===== src/hw/rtl/crr_pkg.sv =====
package crr_pkg;

	localparam int WINDOW_CHUNKS = 8;
	localparam int IDX_W = (WINDOW_CHUNKS > 1) ? $clog2(WINDOW_CHUNKS) : 1;
	localparam int CNT_W = $clog2(WINDOW_CHUNKS + 1);

	localparam logic [15:0] TIMEOUT_RESET = 16'd200;
	localparam logic [3:0] RETRY_RESET = 4'd5;
	localparam logic [12:0] CHUNK_RESET = 13'd256;
	localparam logic [15:0] AGE_MAX = 16'hFFFF;

	typedef enum logic [1:0] {
		FUNC_START = 2'd0,
		FUNC_TICK = 2'd1,
		FUNC_DATA = 2'd2,
		FUNC_NONE = 2'd3
	} func_t;

	typedef enum logic [1:0] {
		KIND_SEND = 2'd0,
		KIND_FILL = 2'd1,
		KIND_STATUS = 2'd2
	} kind_t;

	typedef enum logic [1:0] {
		STAT_WAITING = 2'd0,
		STAT_COMPLETE = 2'd1,
		STAT_TIMEOUT = 2'd2,
		STAT_IGNORED = 2'd3
	} stat_t;

	typedef enum logic [1:0] {
		PH_EMPTY = 2'd0,
		PH_REQ = 2'd1,
		PH_DONE = 2'd2
	} phase_t;

	typedef enum logic [1:0] {
		CFG_TIMEOUT = 2'd0,
		CFG_RETRY = 2'd1,
		CFG_CHUNK = 2'd2
	} cfg_idx_t;

	typedef struct packed {
		func_t func;
		logic [7:0] target_id;
		logic [31:0] byte_offset;
		logic [15:0] data_length;
	} crr_in_t;

	typedef struct packed {
		kind_t kind;
		logic [7:0] out_id;
		logic [31:0] out_offset;
		logic [2:0] chunk_index;
		logic [12:0] copy_length;
		stat_t status;
		logic last;
	} crr_out_t;

	typedef struct packed {
		logic [15:0] timeout_ticks;
		logic [3:0] retry_limit;
		logic [12:0] chunk_bytes;
	} cfg_t;

	typedef struct packed {
		phase_t phase;
		logic [3:0] retries;
		logic [15:0] age;
	} slot_t;

	typedef struct packed {
		logic shift;
		slot_t d;
	} ring_ctl_t;

	function automatic logic [2:0] to_chunk_index(input logic [IDX_W-1:0] k);
		logic [31:0] w;
		w = 32'(k);
		return w[2:0];
	endfunction

	function automatic crr_out_t make_status(input stat_t st);
		crr_out_t r;
		r = '0;
		r.kind = KIND_STATUS;
		r.status = st;
		r.last = 1'b1;
		return r;
	endfunction

endpackage


===== src/hw/rtl/crr_cell.sv =====
module crr_cell (
	input logic clk,
	input logic arst_n,
	input logic shift,
	input crr_pkg::slot_t d,
	output crr_pkg::slot_t q
);

	crr_pkg::slot_t slot_q;

	always_ff @(posedge clk or negedge arst_n) begin
		if (!arst_n) begin
			slot_q <= '0;
		end else if (shift) begin
			slot_q <= d;
		end
	end

	assign q = slot_q;

endmodule


===== src/hw/rtl/crr_seq.sv =====
module crr_seq (
	input logic clk,
	input logic arst_n,
	input logic start,
	input crr_pkg::crr_in_t cmd,
	input crr_pkg::cfg_t cfg,
	input crr_pkg::slot_t head,
	output crr_pkg::ring_ctl_t ring,
	output logic busy,
	output logic result_valid,
	output crr_pkg::crr_out_t result
);

	typedef enum logic [2:0] {
		S_IDLE = 3'b001,
		S_RUN = 3'b010,
		S_FIN = 3'b100
	} state_t;

	localparam logic [crr_pkg::IDX_W-1:0] STEP_LAST =
		crr_pkg::IDX_W'(crr_pkg::WINDOW_CHUNKS - 1);
	localparam logic [crr_pkg::CNT_W-1:0] CNT_FULL =
		crr_pkg::CNT_W'(crr_pkg::WINDOW_CHUNKS);

	state_t state_q;
	logic [crr_pkg::IDX_W-1:0] step_q;
	crr_pkg::func_t op_q;
	logic [7:0] id_q;
	logic [31:0] base_q;
	logic [31:0] off_q;
	logic [31:0] rsp_off_q;
	logic [15:0] dlen_q;
	logic active_q;
	logic hit_q;
	logic quiet_q;
	logic [crr_pkg::CNT_W-1:0] cnt_q;
	logic res_valid_q;
	crr_pkg::crr_out_t res_q;

	crr_pkg::slot_t head_next;
	crr_pkg::crr_out_t slot_res;
	logic slot_emit;
	logic slot_fail;
	logic slot_hit;
	logic [15:0] age_inc;
	logic [12:0] clamp_len;

	always_comb begin
		clamp_len = (dlen_q < {3'b000, cfg.chunk_bytes}) ? dlen_q[12:0] : cfg.chunk_bytes;
		age_inc = (head.age == crr_pkg::AGE_MAX) ? head.age : head.age + 16'd1;
		head_next = head;
		slot_emit = 1'b0;
		slot_fail = 1'b0;
		slot_hit = 1'b0;
		slot_res = '0;
		slot_res.kind = crr_pkg::KIND_SEND;
		slot_res.out_id = id_q;
		slot_res.out_offset = off_q;
		slot_res.chunk_index = crr_pkg::to_chunk_index(step_q);
		slot_res.status = crr_pkg::STAT_WAITING;
		if (!quiet_q) begin
			case (op_q)
				crr_pkg::FUNC_START: begin
					head_next.phase = crr_pkg::PH_REQ;
					head_next.retries = 4'd0;
					head_next.age = 16'd0;
					slot_emit = 1'b1;
				end
				crr_pkg::FUNC_TICK: begin
					if (head.phase == crr_pkg::PH_REQ) begin
						head_next.age = age_inc;
						if (age_inc > cfg.timeout_ticks) begin
							if (head.retries >= cfg.retry_limit) begin
								slot_fail = 1'b1;
							end else begin
								head_next.age = 16'd0;
								head_next.retries = head.retries + 4'd1;
								slot_emit = 1'b1;
							end
						end
					end
				end
				crr_pkg::FUNC_DATA: begin
					if (!hit_q && head.phase == crr_pkg::PH_REQ && off_q == rsp_off_q) begin
						head_next.phase = crr_pkg::PH_DONE;
						slot_emit = 1'b1;
						slot_hit = 1'b1;
						slot_res.kind = crr_pkg::KIND_FILL;
						slot_res.copy_length = clamp_len;
					end
				end
				default: begin
				end
			endcase
		end
	end

	assign ring.shift = (state_q == S_RUN);
	assign ring.d = head_next;
	assign busy = (state_q != S_IDLE);
	assign result_valid = res_valid_q;
	assign result = res_q;

	always_ff @(posedge clk or negedge arst_n) begin
		if (!arst_n) begin
			state_q <= S_IDLE;
			step_q <= '0;
			op_q <= crr_pkg::FUNC_NONE;
			id_q <= '0;
			base_q <= '0;
			active_q <= 1'b0;
			hit_q <= 1'b0;
			quiet_q <= 1'b0;
			cnt_q <= '0;
			res_valid_q <= 1'b0;
		end else begin
			res_valid_q <= 1'b0;
			case (state_q)
				S_IDLE: begin
					if (start) begin
						op_q <= cmd.func;
						step_q <= '0;
						hit_q <= 1'b0;
						quiet_q <= 1'b0;
						cnt_q <= '0;
						case (cmd.func)
							crr_pkg::FUNC_START: begin
								active_q <= 1'b1;
								id_q <= cmd.target_id;
								base_q <= cmd.byte_offset;
								state_q <= S_RUN;
							end
							crr_pkg::FUNC_TICK: begin
								if (active_q) begin
									state_q <= S_RUN;
								end else begin
									res_valid_q <= 1'b1;
								end
							end
							crr_pkg::FUNC_DATA: begin
								if (active_q && cmd.target_id == id_q) begin
									state_q <= S_RUN;
								end else begin
									res_valid_q <= 1'b1;
								end
							end
							default: begin
								res_valid_q <= 1'b1;
							end
						endcase
					end
				end
				S_RUN: begin
					step_q <= step_q + 1'b1;
					hit_q <= hit_q | slot_hit;
					if (head_next.phase == crr_pkg::PH_DONE) begin
						cnt_q <= cnt_q + 1'b1;
					end
					if (slot_fail) begin
						// remaining slots only rotate back into place
						quiet_q <= 1'b1;
						active_q <= 1'b0;
						res_valid_q <= 1'b1;
					end else if (slot_emit) begin
						res_valid_q <= 1'b1;
					end
					if (step_q == STEP_LAST) begin
						state_q <= (quiet_q || slot_fail) ? S_IDLE : S_FIN;
					end
				end
				S_FIN: begin
					res_valid_q <= 1'b1;
					state_q <= S_IDLE;
					if (op_q == crr_pkg::FUNC_DATA && hit_q && cnt_q == CNT_FULL) begin
						active_q <= 1'b0;
					end
				end
				default: begin
					state_q <= S_IDLE;
				end
			endcase
		end
	end

	// payload side: running offset, response capture and result register
	always_ff @(posedge clk) begin
		case (state_q)
			S_IDLE: begin
				rsp_off_q <= cmd.byte_offset;
				dlen_q <= cmd.data_length;
				off_q <= (cmd.func == crr_pkg::FUNC_START) ? cmd.byte_offset : base_q;
				res_q <= crr_pkg::make_status(crr_pkg::STAT_IGNORED);
			end
			S_RUN: begin
				off_q <= off_q + {19'd0, cfg.chunk_bytes};
				if (slot_fail) begin
					res_q <= crr_pkg::make_status(crr_pkg::STAT_TIMEOUT);
				end else begin
					res_q <= slot_res;
				end
			end
			S_FIN: begin
				if (op_q == crr_pkg::FUNC_DATA && !hit_q) begin
					res_q <= crr_pkg::make_status(crr_pkg::STAT_IGNORED);
				end else if (op_q == crr_pkg::FUNC_DATA && cnt_q == CNT_FULL) begin
					res_q <= crr_pkg::make_status(crr_pkg::STAT_COMPLETE);
				end else begin
					res_q <= crr_pkg::make_status(crr_pkg::STAT_WAITING);
				end
			end
			default: begin
			end
		endcase
	end

`ifndef NO_ASSERTIONS
	a_status_last: assert property (@(posedge clk) disable iff (!arst_n)
		result_valid |-> ((result.kind == crr_pkg::KIND_STATUS) == result.last))
		else $error("status result and last flag disagree");

	a_run_ends: assert property (@(posedge clk) disable iff (!arst_n)
		(state_q == S_RUN && step_q == STEP_LAST) |=> (state_q != S_RUN))
		else $error("slot pass longer than the window");

	a_fail_closes: assert property (@(posedge clk) disable iff (!arst_n)
		(result_valid && result.kind == crr_pkg::KIND_STATUS &&
		 result.status == crr_pkg::STAT_TIMEOUT) |-> !active_q)
		else $error("window still open after timeout failure");

	a_cnt_range: assert property (@(posedge clk) disable iff (!arst_n)
		cnt_q <= CNT_FULL)
		else $error("completed chunk count beyond window size");

	a_quiet_silent: assert property (@(posedge clk) disable iff (!arst_n)
		(state_q == S_RUN && quiet_q) |=> !result_valid)
		else $error("transfer after timeout failure");
`endif

endmodule


===== src/hw/rtl/chunk_request_retry_window_unit.sv =====
// Keeps a window of eight chunk requests for one target and re-requests chunks that time
// out. A command is taken on a clock edge with start high and busy low. A start command
// gives eight send transfers and a waiting status on back-to-back cycles, the first once
// the slot pass has begun and the result register has taken it. A tick or data response
// on an open window with matching id is busy while the slot ring makes a full turn, then
// gives the closing status; a tick sends each slot it re-requests and a response fills
// the one requested slot whose offset it matches. After a timeout failure the status
// shows on the cycle after the failing slot is visited and the ring finishes its turn
// silently, so busy falls at the end of the turn with no closing step. A tick or response
// on a closed window, a response with a foreign id or an unknown function gives its
// status on the next cycle without raising busy. Every result shows for one cycle with
// result_valid and cannot be held off; the final one of a command has last set.
// Configuration writes belong in idle time.
module chunk_request_retry_window_unit (
	input logic clk,
	input logic arst_n,
	input logic start,
	output logic busy,
	input crr_pkg::crr_in_t cmd,
	output logic result_valid,
	output crr_pkg::crr_out_t result,
	input logic cfg_we,
	input logic [1:0] cfg_index,
	input logic [15:0] cfg_data
);

	crr_pkg::cfg_t cfg_q;
	crr_pkg::ring_ctl_t ring;
	crr_pkg::slot_t slot_q [crr_pkg::WINDOW_CHUNKS];

	always_ff @(posedge clk or negedge arst_n) begin
		if (!arst_n) begin
			cfg_q.timeout_ticks <= crr_pkg::TIMEOUT_RESET;
			cfg_q.retry_limit <= crr_pkg::RETRY_RESET;
			cfg_q.chunk_bytes <= crr_pkg::CHUNK_RESET;
		end else if (cfg_we) begin
			case (cfg_index)
				crr_pkg::CFG_TIMEOUT: cfg_q.timeout_ticks <= cfg_data;
				crr_pkg::CFG_RETRY: cfg_q.retry_limit <= cfg_data[3:0];
				crr_pkg::CFG_CHUNK: cfg_q.chunk_bytes <= cfg_data[12:0];
				default: begin
				end
			endcase
		end
	end

	// slot ring: the head cell is worked on, the updated slot re-enters at the tail
	for (genvar i = 0; i < crr_pkg::WINDOW_CHUNKS; i++) begin : g_ring
		if (i == crr_pkg::WINDOW_CHUNKS - 1) begin : g_tail
			crr_cell u_cell (
				.clk(clk),
				.arst_n(arst_n),
				.shift(ring.shift),
				.d(ring.d),
				.q(slot_q[i])
			);
		end else begin : g_body
			crr_cell u_cell (
				.clk(clk),
				.arst_n(arst_n),
				.shift(ring.shift),
				.d(slot_q[i+1]),
				.q(slot_q[i])
			);
		end
	end

	crr_seq u_seq (
		.clk(clk),
		.arst_n(arst_n),
		.start(start),
		.cmd(cmd),
		.cfg(cfg_q),
		.head(slot_q[0]),
		.ring(ring),
		.busy(busy),
		.result_valid(result_valid),
		.result(result)
	);

endmodule

===== config.mk =====
export PLATFORM = sky130hd
export DESIGN_NAME = chunk_request_retry_window_unit
export DESIGN_NICKNAME = d
export VERILOG_FILES = /design/src/hw/rtl/crr_pkg.sv /design/src/hw/rtl/crr_cell.sv /design/src/hw/rtl/crr_seq.sv /design/src/hw/rtl/chunk_request_retry_window_unit.sv
export SDC_FILE = /design/constraint.sdc
export NUM_CORES = 1
export LEC_CHECK = 0
export ABC_AREA = 1
export BUFFER_PORTS_ARGS = -buffer_cell sky130_fd_sc_hd__buf_4
export CAP_MARGIN = 15
export CELL_PAD_IN_SITES_DETAIL_PLACEMENT = 0
export CELL_PAD_IN_SITES_GLOBAL_PLACEMENT = 1
export CORE_ASPECT_RATIO = 1.2
export CORE_MARGIN = 1
export CORE_UTILIZATION = 46
export DETAILED_ROUTE_END_ITERATION = 16
export MAX_ROUTING_LAYER = met4
export PLACE_DENSITY = 0.85
export SLEW_MARGIN = 20
export SYNTH_ARGS = -nofsm -noshare
export SYNTH_HDL_FRONTEND = slang
export SYNTH_SLANG_ARGS = --single-unit

===== constraint.sdc =====
create_clock -name clk -period 6.5 [get_ports clk]
set_input_delay 0.65 -clock clk [delete_from_list [all_inputs] [get_ports clk]]
set_output_delay 0.65 -clock clk [all_outputs]
set_load 0.1 [all_outputs]

Yosys cells after proc, flatten, opt, wreduce, memory -nomap -nowiden. Cells that the tools add are included.

Register bits after elaboration: 406. Bits of input ports: 80. Output and inout port bits: 63. Logic and storage cells: 168.

Add/sub/neg operators: 5. Order comparisons: 3. Eq/ne operators: 26. Mux-type cells: 62. Bitwise gates (word level): 1. Reduce and logical (&&, ||, !) cells: 24.

Operators by type and width (count): $pmux 61 s3 (1); $mux 61 (2); $pmux 32 s2 (1); $mux 20 (3); $mux 13 (4); $pmux 20 s2 (1); $add 32x13->32 (1); $eq 32x32->1 (1); $mux 32 (1); $mux 1 (24); $mux 22 (1); $mux 3 (6); $add 16x1->16 const B (1); $eq 16x16->1 const B (1); $gt 16x16->1 (1); $lt 16x13->1 (1); $mux 16 (1); $pmux 1 s3 (4); $pmux 3 s2 (2); $ne 2x1->1 const B (5); $reduce_and 2->1 (5); $reduce_and 5->1 (2); $pmux 3 s3 (1); $reduce_and 3->1 (3); other kinds (26) (48).

Logic depth before layout (Yosys ltp).
Word-level depth: 11. Gate-level depth with buffers: 22. Gate-level depth less buffers: 21.

Hierarchy. Synthesis repeated with hierarchy kept, for this count alone.

Cell total of the unflattened synthesis: 2254. Area, all modules: 19542.5 um^2.

Modules (own cells, without submodules): crr_seq (times used 1, cells each 1361, area each 11426.0 um^2, seq. area each 5609.1 um^2); crr_cell (times used 8, cells each 93, area each 839.6 um^2, seq. area each 550.5 um^2); chunk_request_retry_window_unit (times used 1, cells each 149, area each 1400.1 um^2, seq. area each 833.3 um^2).

Worst setup path after synthesis. OpenSTA, ideal clock, no wires.

Path kind: register to register. Start: register u_seq.state_q[0]. End: register u_seq.res_q, in the netlist u_seq.result[0], enable pin. Setup time: 0.420 ns. Arrival time: 5.444 ns. Required time: 6.080 ns. Path slack: 0.637 ns. Stages on the path, launching flop included: 5. Path buffers: 0. Cells stage by stage: dfstp_2 inv_1 nor3_2 inv_1 nand2_1.

Cells in the longest elaborated chain, start to end: 2. Elaborated cells on any way between the ends: 4. Those cells by class: eq/ne: 3; reduce/logical: 1.

RTL lines: start, declared (line crr_seq.sv:25) `state_t state_q;`; start signal, assigned (line crr_seq.sv:168) `state_q <= (quiet_q || slot_fail) ? S_IDLE : S_FIN;`; $eq 3x2->1, or another cell as far along (line crr_seq.sv:187) `case (state_q)`; $reduce_bool 3->1 (no line) *; end signal, assigned (line crr_seq.sv:192) `res_q <= crr_pkg::make_status(crr_pkg::STAT_IGNORED);`; end signal, assigned (line crr_seq.sv:197) `res_q <= crr_pkg::make_status(crr_pkg::STAT_TIMEOUT);`; end signal, assigned (line crr_seq.sv:199) `res_q <= slot_res;`; end, declared (line crr_seq.sv:38) `crr_pkg::crr_out_t res_q;`.

Every way passes the cells marked *; elsewhere a longest branch is shown, timed or not. A chain may end at the register's enable or synchronous reset.

Worst setup path in the final report.
Start: register, netlist name g_ring[0].g_body.u_cell.q[0]. End: register u_seq.res_q, in the netlist u_seq.result[36], data pin.

Cells in the longest elaborated chain, start to end: 9. Elaborated cells on any way between the ends: 10. Those cells by class: add/sub: 1; order compare: 1; eq/ne: 1; mux: 7.

RTL lines: $add 16x1->16 or $eq 16x16->1 (tied branches) (line crr_seq.sv:50) `age_inc = (head.age == crr_pkg::AGE_MAX) ? head.age : head.age + 16'd1;`; $mux 16 * (line crr_seq.sv:50); $gt 16x16->1 * (line crr_seq.sv:72) `if (age_inc > cfg.timeout_ticks) begin`; $mux 1 * (line crr_seq.sv:72); $mux 1 * (line crr_seq.sv:70) `if (head.phase == crr_pkg::PH_REQ) begin`; $mux 1 * (line crr_seq.sv:62) `case (op_q)`; $mux 1 * (line crr_seq.sv:61) `if (!quiet_q) begin`; $mux 61 * (line crr_seq.sv:196) `if (slot_fail) begin`; $pmux 61 s3 * (line crr_seq.sv:187).

Marks and branches as above.

==> results.py <==
metrics = {
    "run_status": {
        "status": "completed",
    },
    "synthesis": {
        "yosysWarningCount": 0,
        "post_synth.cell_area_avg_sq_um": 8.52,
        "netlist_instances": 2280,
        "yosysUniqueCellTypes": 48,
        "postSynthNetCount": 2416,
        "mappedNetlistArea_sq_mm": 0.0194,
        "ys_seq_elements": 405,
        "synth_seq_area_share_pct": 55.8,
    },
    "timing": {
        "fin_tns_setup_ns": 0,
        "period_share_pct": 58.8,
        "period_needed_ns": 3.82,
        "setup_viol": 0,
        "finalClockSkew_ns": 0.0210,
        "worst_slew_margin_rel_pct": 23.6,
        "worst_slew_pin_slew_ns": 1.14,
        "grt_setup_unrepaired": "false",
        "report.final.hold_viol_count": 0,
        "slew_violations": 0,
        "clock.fmax_mhz": 262,
    },
    "place": {
        "dpl.hpwl_mm": 32.7,
        "placed_cells_incl_taps": 2893,
        "io_buffer_count": 142,
        "routabilityCongestion": 0.931,
    },
    "die": {
        "die_height_um": 227,
        "die-width_um": 190,
        "design.die.area_sq_mm": 0.0431,
        "start_util_pct": 46.5,
        "design.core.area_sq_mm": 0.0418,
        "top_level_ports": 143,
        "count_of_standard_cell_rows": 82,
    },
    "final_layout": {
        "antenna_cells_inserted": 0,
        "finalCoreUtilization_pct": 53.7,
        "final_layout_size_suffix_gt1_share_pct": 12.1,
        "number_of_fillers_in_the_final_layout": 3876,
        "finish.net_count": 2527,
        "syn2layout_area_growth_pct": 15.4,
        "finalNonFillerCells": 2971,
    },
    "pwr": {
        "power.switching_fraction_pct": 43.7,
        "switching_pwr_mw": 4.67,
        "seqPwrFrac_pct": 36.9,
        "ir_worst_vdd_v": 0.000452,
        "power_mw": 10.7,
        "cell_internal_power_mw": 6.02,
        "leakage_nw": 11.0,
        "clock_power_share_pct": 24.1,
        "pwr_cell_area_mw_per_mm2": 476,
        "pwr-share-comb_pct": 39.0,
    },
    "worst_setup_path": {
        "worstSetupStartpointType": "flip-flop",
        "reg2reg_depth": 17,
        "path_max_fanout": 31,
        "timing.critical_path.required_ns": 6.81,
        "worst_setup_path_end_kind": "flip-flop",
        "crit_arrival_ns": 4.13,
        "critPathKind": "reg2reg",
    },
    "clock_tree": {
        "cts.repair_timing.setup_buffer_count": 0,
        "clock_tree.htree_level_count": 2,
        "worst_setup_hold_path_clk_slew_ns": 0.06,
        "clock-root-buffer": "sky130_fd_sc_hd__clkbuf_16",
        "cts.repair.resized": 0,
        "tritoncts_clock_tree": "yes",
        "cts.hold.buffers_added": 0,
        "cts_max_path_buffers": 3,
        "cts_buffers": 42,
        "cts_sinks": 405,
        "clkLatencyLatePin_ns": 0.58,
    },
    "run": {
        "max_cap_violations": 0,
    },
    "detailed_routing": {
        "routed_via_density": 5.08,
        "routed_wire_length_per_instance_um": 16.0,
        "post-route-drc-count": 0,
        "vias": 15100,
        "detailedRoute.firstIterationViolations": 788,
        "postRouteAntennaNets": 0,
        "route.final.wire_length_mm": 47.4,
        "firstDrtPassIters": 5,
    },
    "global_route": {
        "grt_first_pass_wirelength_mm": 76.3,
        "via_count_of_the_first_global_routing_pass": 15000,
        "grt.total_usage_pct": 23.2,
        "globalRouteOverflowTotal": 0,
        "grt_start_max_net_pins": 119,
        "number_of_antenna_violations_at_the_first_check_in_global_routing": 0,
    },
    "hold_path": {
        "worstHoldPathType": "in2async",
    },
}
worst paths after layout:
| path | start | end | slack [ns] |
|---|---|---|---|
| worst max-delay path | g_ring[0].g_body.u_cell.q[0] | u_seq.result[36] | 2.68 |
| worst min-delay path | arst_n | u_seq.base_q[10] | 0.14 |
| max in group asynchronous | arst_n | g_ring[4].g_body.u_cell.q[6] | 4.80 |
| worst max register to register | g_ring[0].g_body.u_cell.q[0] | u_seq.result[36] | 2.68 |
| min in group clk | cmd[12] | u_seq.dlen_q[12] | 0.25 |
| worst min register to register | g_ring[4].g_body.u_cell.q[5] | g_ring[4].g_body.u_cell.q[5] | 0.47 |
area by class of cell:
cell class,count,area (sq um),area share [%]
Multi-Input combinational cell,1551,7350,32.7
Inverter,236,891,3.97
Clock inverter,22,254,1.13
Tap cell,546,683,3.04
Clock buffer,56,1250,5.56
Sequential cell,405,10800,48.3
Timing Repair Buffer,155,1170,5.22
power by group through the flow:
stage               Combinational (mW)  Sequential (mW)  Clock (mW)
CTS                               4.19             3.94        2.64
detailed placement                4.18             3.98           0
floorplan                         1.88             5.17           0
finish                            4.17             3.94        2.58
global placement                  4.13             3.97           0
global route                      4.52             4.01        2.74
registers in the layout, indices dropped and copies added, names as in the netlist:
signal	count
cfg_q	33
g_ring.g_body.u_cell.q	154
g_ring.g_tail.u_cell.q	22
u_seq.active_q	1
u_seq.base_q	32
u_seq.cnt_q	4
u_seq.dlen_q	16
u_seq.hit_q	1
u_seq.id_q	8
u_seq.off_q	32
u_seq.op_q	2
u_seq.quiet_q	1
u_seq.result	60
u_seq.result_valid	1
u_seq.rsp_off_q	32
u_seq.state_q	3
u_seq.step_q	3
cells in the mapped netlist, drive strengths merged:
master   count  share of area [%]
buf         28               0.75
o22ai        5               0.16
and3         2              0.064
clkinv       2              0.039
o31ai        1              0.039
nor3b        1              0.039
inv        234                4.5
o21bai       3               0.15
nor4b        1              0.045
dfrtp      256                 33
nor2       126                2.5
xnor2       15               0.68
nand3       67                1.7
xor2        26                1.2
dfstp        9                1.2
nand4       35                1.2
o21ai      183                4.7
ha          55                3.5
o21a        14               0.54
a41oi        1              0.045
nand3b       3               0.12
clkbuf      60                1.2
o211ai       3               0.12
nor3        20               0.65
nand2      893                 17
nor4         9               0.32
a21o         2              0.077
edfxtp     140                 22
o2111ai      1              0.045
a21boi       6               0.23
fa           1               0.10
or2          5               0.16
a21oi       71                2.0
a31oi        2              0.064
through the flow:
| stage | cell area, sq um | hold slack [ns] | worst slack, ns |
|---|---|---|---|
| after global routing | 22400 | 0.236 | 2.20 |
| after CTS | 22400 | 0.203 | 2.62 |
| after global placement | 20900 | 0.453 | 2.67 |
| final | 22400 | 0.135 | 2.68 |
| after floorplan | 19400 | 0.354 | 0.637 |
| after detailed placement | 20900 | 0.458 | 2.62 |
critical path, stage by stage (launching register included):
cell                       delay, ns
sky130_fd_sc_hd__dfrtp_1        0.46
sky130_fd_sc_hd__ha_1           0.23
sky130_fd_sc_hd__nand3_1        0.13
sky130_fd_sc_hd__nor2_1         0.16
sky130_fd_sc_hd__nand2_1        0.13
sky130_fd_sc_hd__clkinv_1       0.07
sky130_fd_sc_hd__nand3_1        0.08
sky130_fd_sc_hd__o21ai_1        0.20
sky130_fd_sc_hd__inv_1          0.07
sky130_fd_sc_hd__ha_1           0.29
sky130_fd_sc_hd__nand4_1        0.12
sky130_fd_sc_hd__nor2_1         0.18
sky130_fd_sc_hd__nand2_1        0.09
sky130_fd_sc_hd__a21boi_1       0.23
sky130_fd_sc_hd__nand3_1        0.16
sky130_fd_sc_hd__nand2_1        0.46
sky130_fd_sc_hd__buf_4          0.41
sky130_fd_sc_hd__nor2_1         0.08
placed cells by master, fill, tap and decap left out, types with 4 or more instances in the layout:
master / netlist / layout
sky130_fd_sc_hd__nor2_2: 4 / 4
sky130_fd_sc_hd__nand2_1: 891 / 889
sky130_fd_sc_hd__buf_4: 2 / 154
sky130_fd_sc_hd__nor2_1: 122 / 122
sky130_fd_sc_hd__clkinv_2: 0 / 11
sky130_fd_sc_hd__a21oi_1: 64 / 64
sky130_fd_sc_hd__dfstp_2: 9 / 9
sky130_fd_sc_hd__dfrtp_1: 256 / 256
sky130_fd_sc_hd__o21a_1: 14 / 14
sky130_fd_sc_hd__inv_2: 29 / 28
sky130_fd_sc_hd__nand2_2: 2 / 4
sky130_fd_sc_hd__clkbuf_16: 0 / 45
sky130_fd_sc_hd__nor4_1: 8 / 8
sky130_fd_sc_hd__clkbuf_8: 0 / 8
sky130_fd_sc_hd__edfxtp_1: 140 / 140
sky130_fd_sc_hd__nand3_1: 67 / 67
sky130_fd_sc_hd__ha_1: 55 / 54
sky130_fd_sc_hd__xnor2_1: 15 / 15
sky130_fd_sc_hd__o21ai_0: 157 / 157
sky130_fd_sc_hd__o21ai_1: 26 / 26
sky130_fd_sc_hd__o22ai_1: 5 / 5
sky130_fd_sc_hd__a21oi_2: 7 / 7
sky130_fd_sc_hd__bufinv_16: 0 / 5
sky130_fd_sc_hd__xor2_1: 26 / 26
sky130_fd_sc_hd__nor3_1: 16 / 16
sky130_fd_sc_hd__nand4_1: 34 / 34
sky130_fd_sc_hd__inv_1: 205 / 205
sky130_fd_sc_hd__a21boi_1: 6 / 6
per-layer routing:
| metal | vias to the layer above | track usage [%] | part of all wire (%) | wire length [um] |
|---|---|---|---|---|
| li1 | 7531 | - | - | - |
| met1 | 7135 | 28.1 | 43 | 20400 |
| met2 | 321 | 39.5 | 50 | 23600 |
| met3 | 99 | 2.76 | 3.8 | 1810 |
| met4 | 0 | 9.13 | 3.5 | 1660 |
| met5 | - | - | 0 | 0 |
cells by family after synthesis:
group | count (synthesis) | share of synthesized area [%]
simple gates | 1162 | 24.1
fa+ha+maj | 56 | 3.64
xor+xnor | 41 | 1.85
compound gates | 292 | 8.15
flops | 405 | 55.8
buf+inv | 324 | 6.47
(Power assumes the default switching activity.)
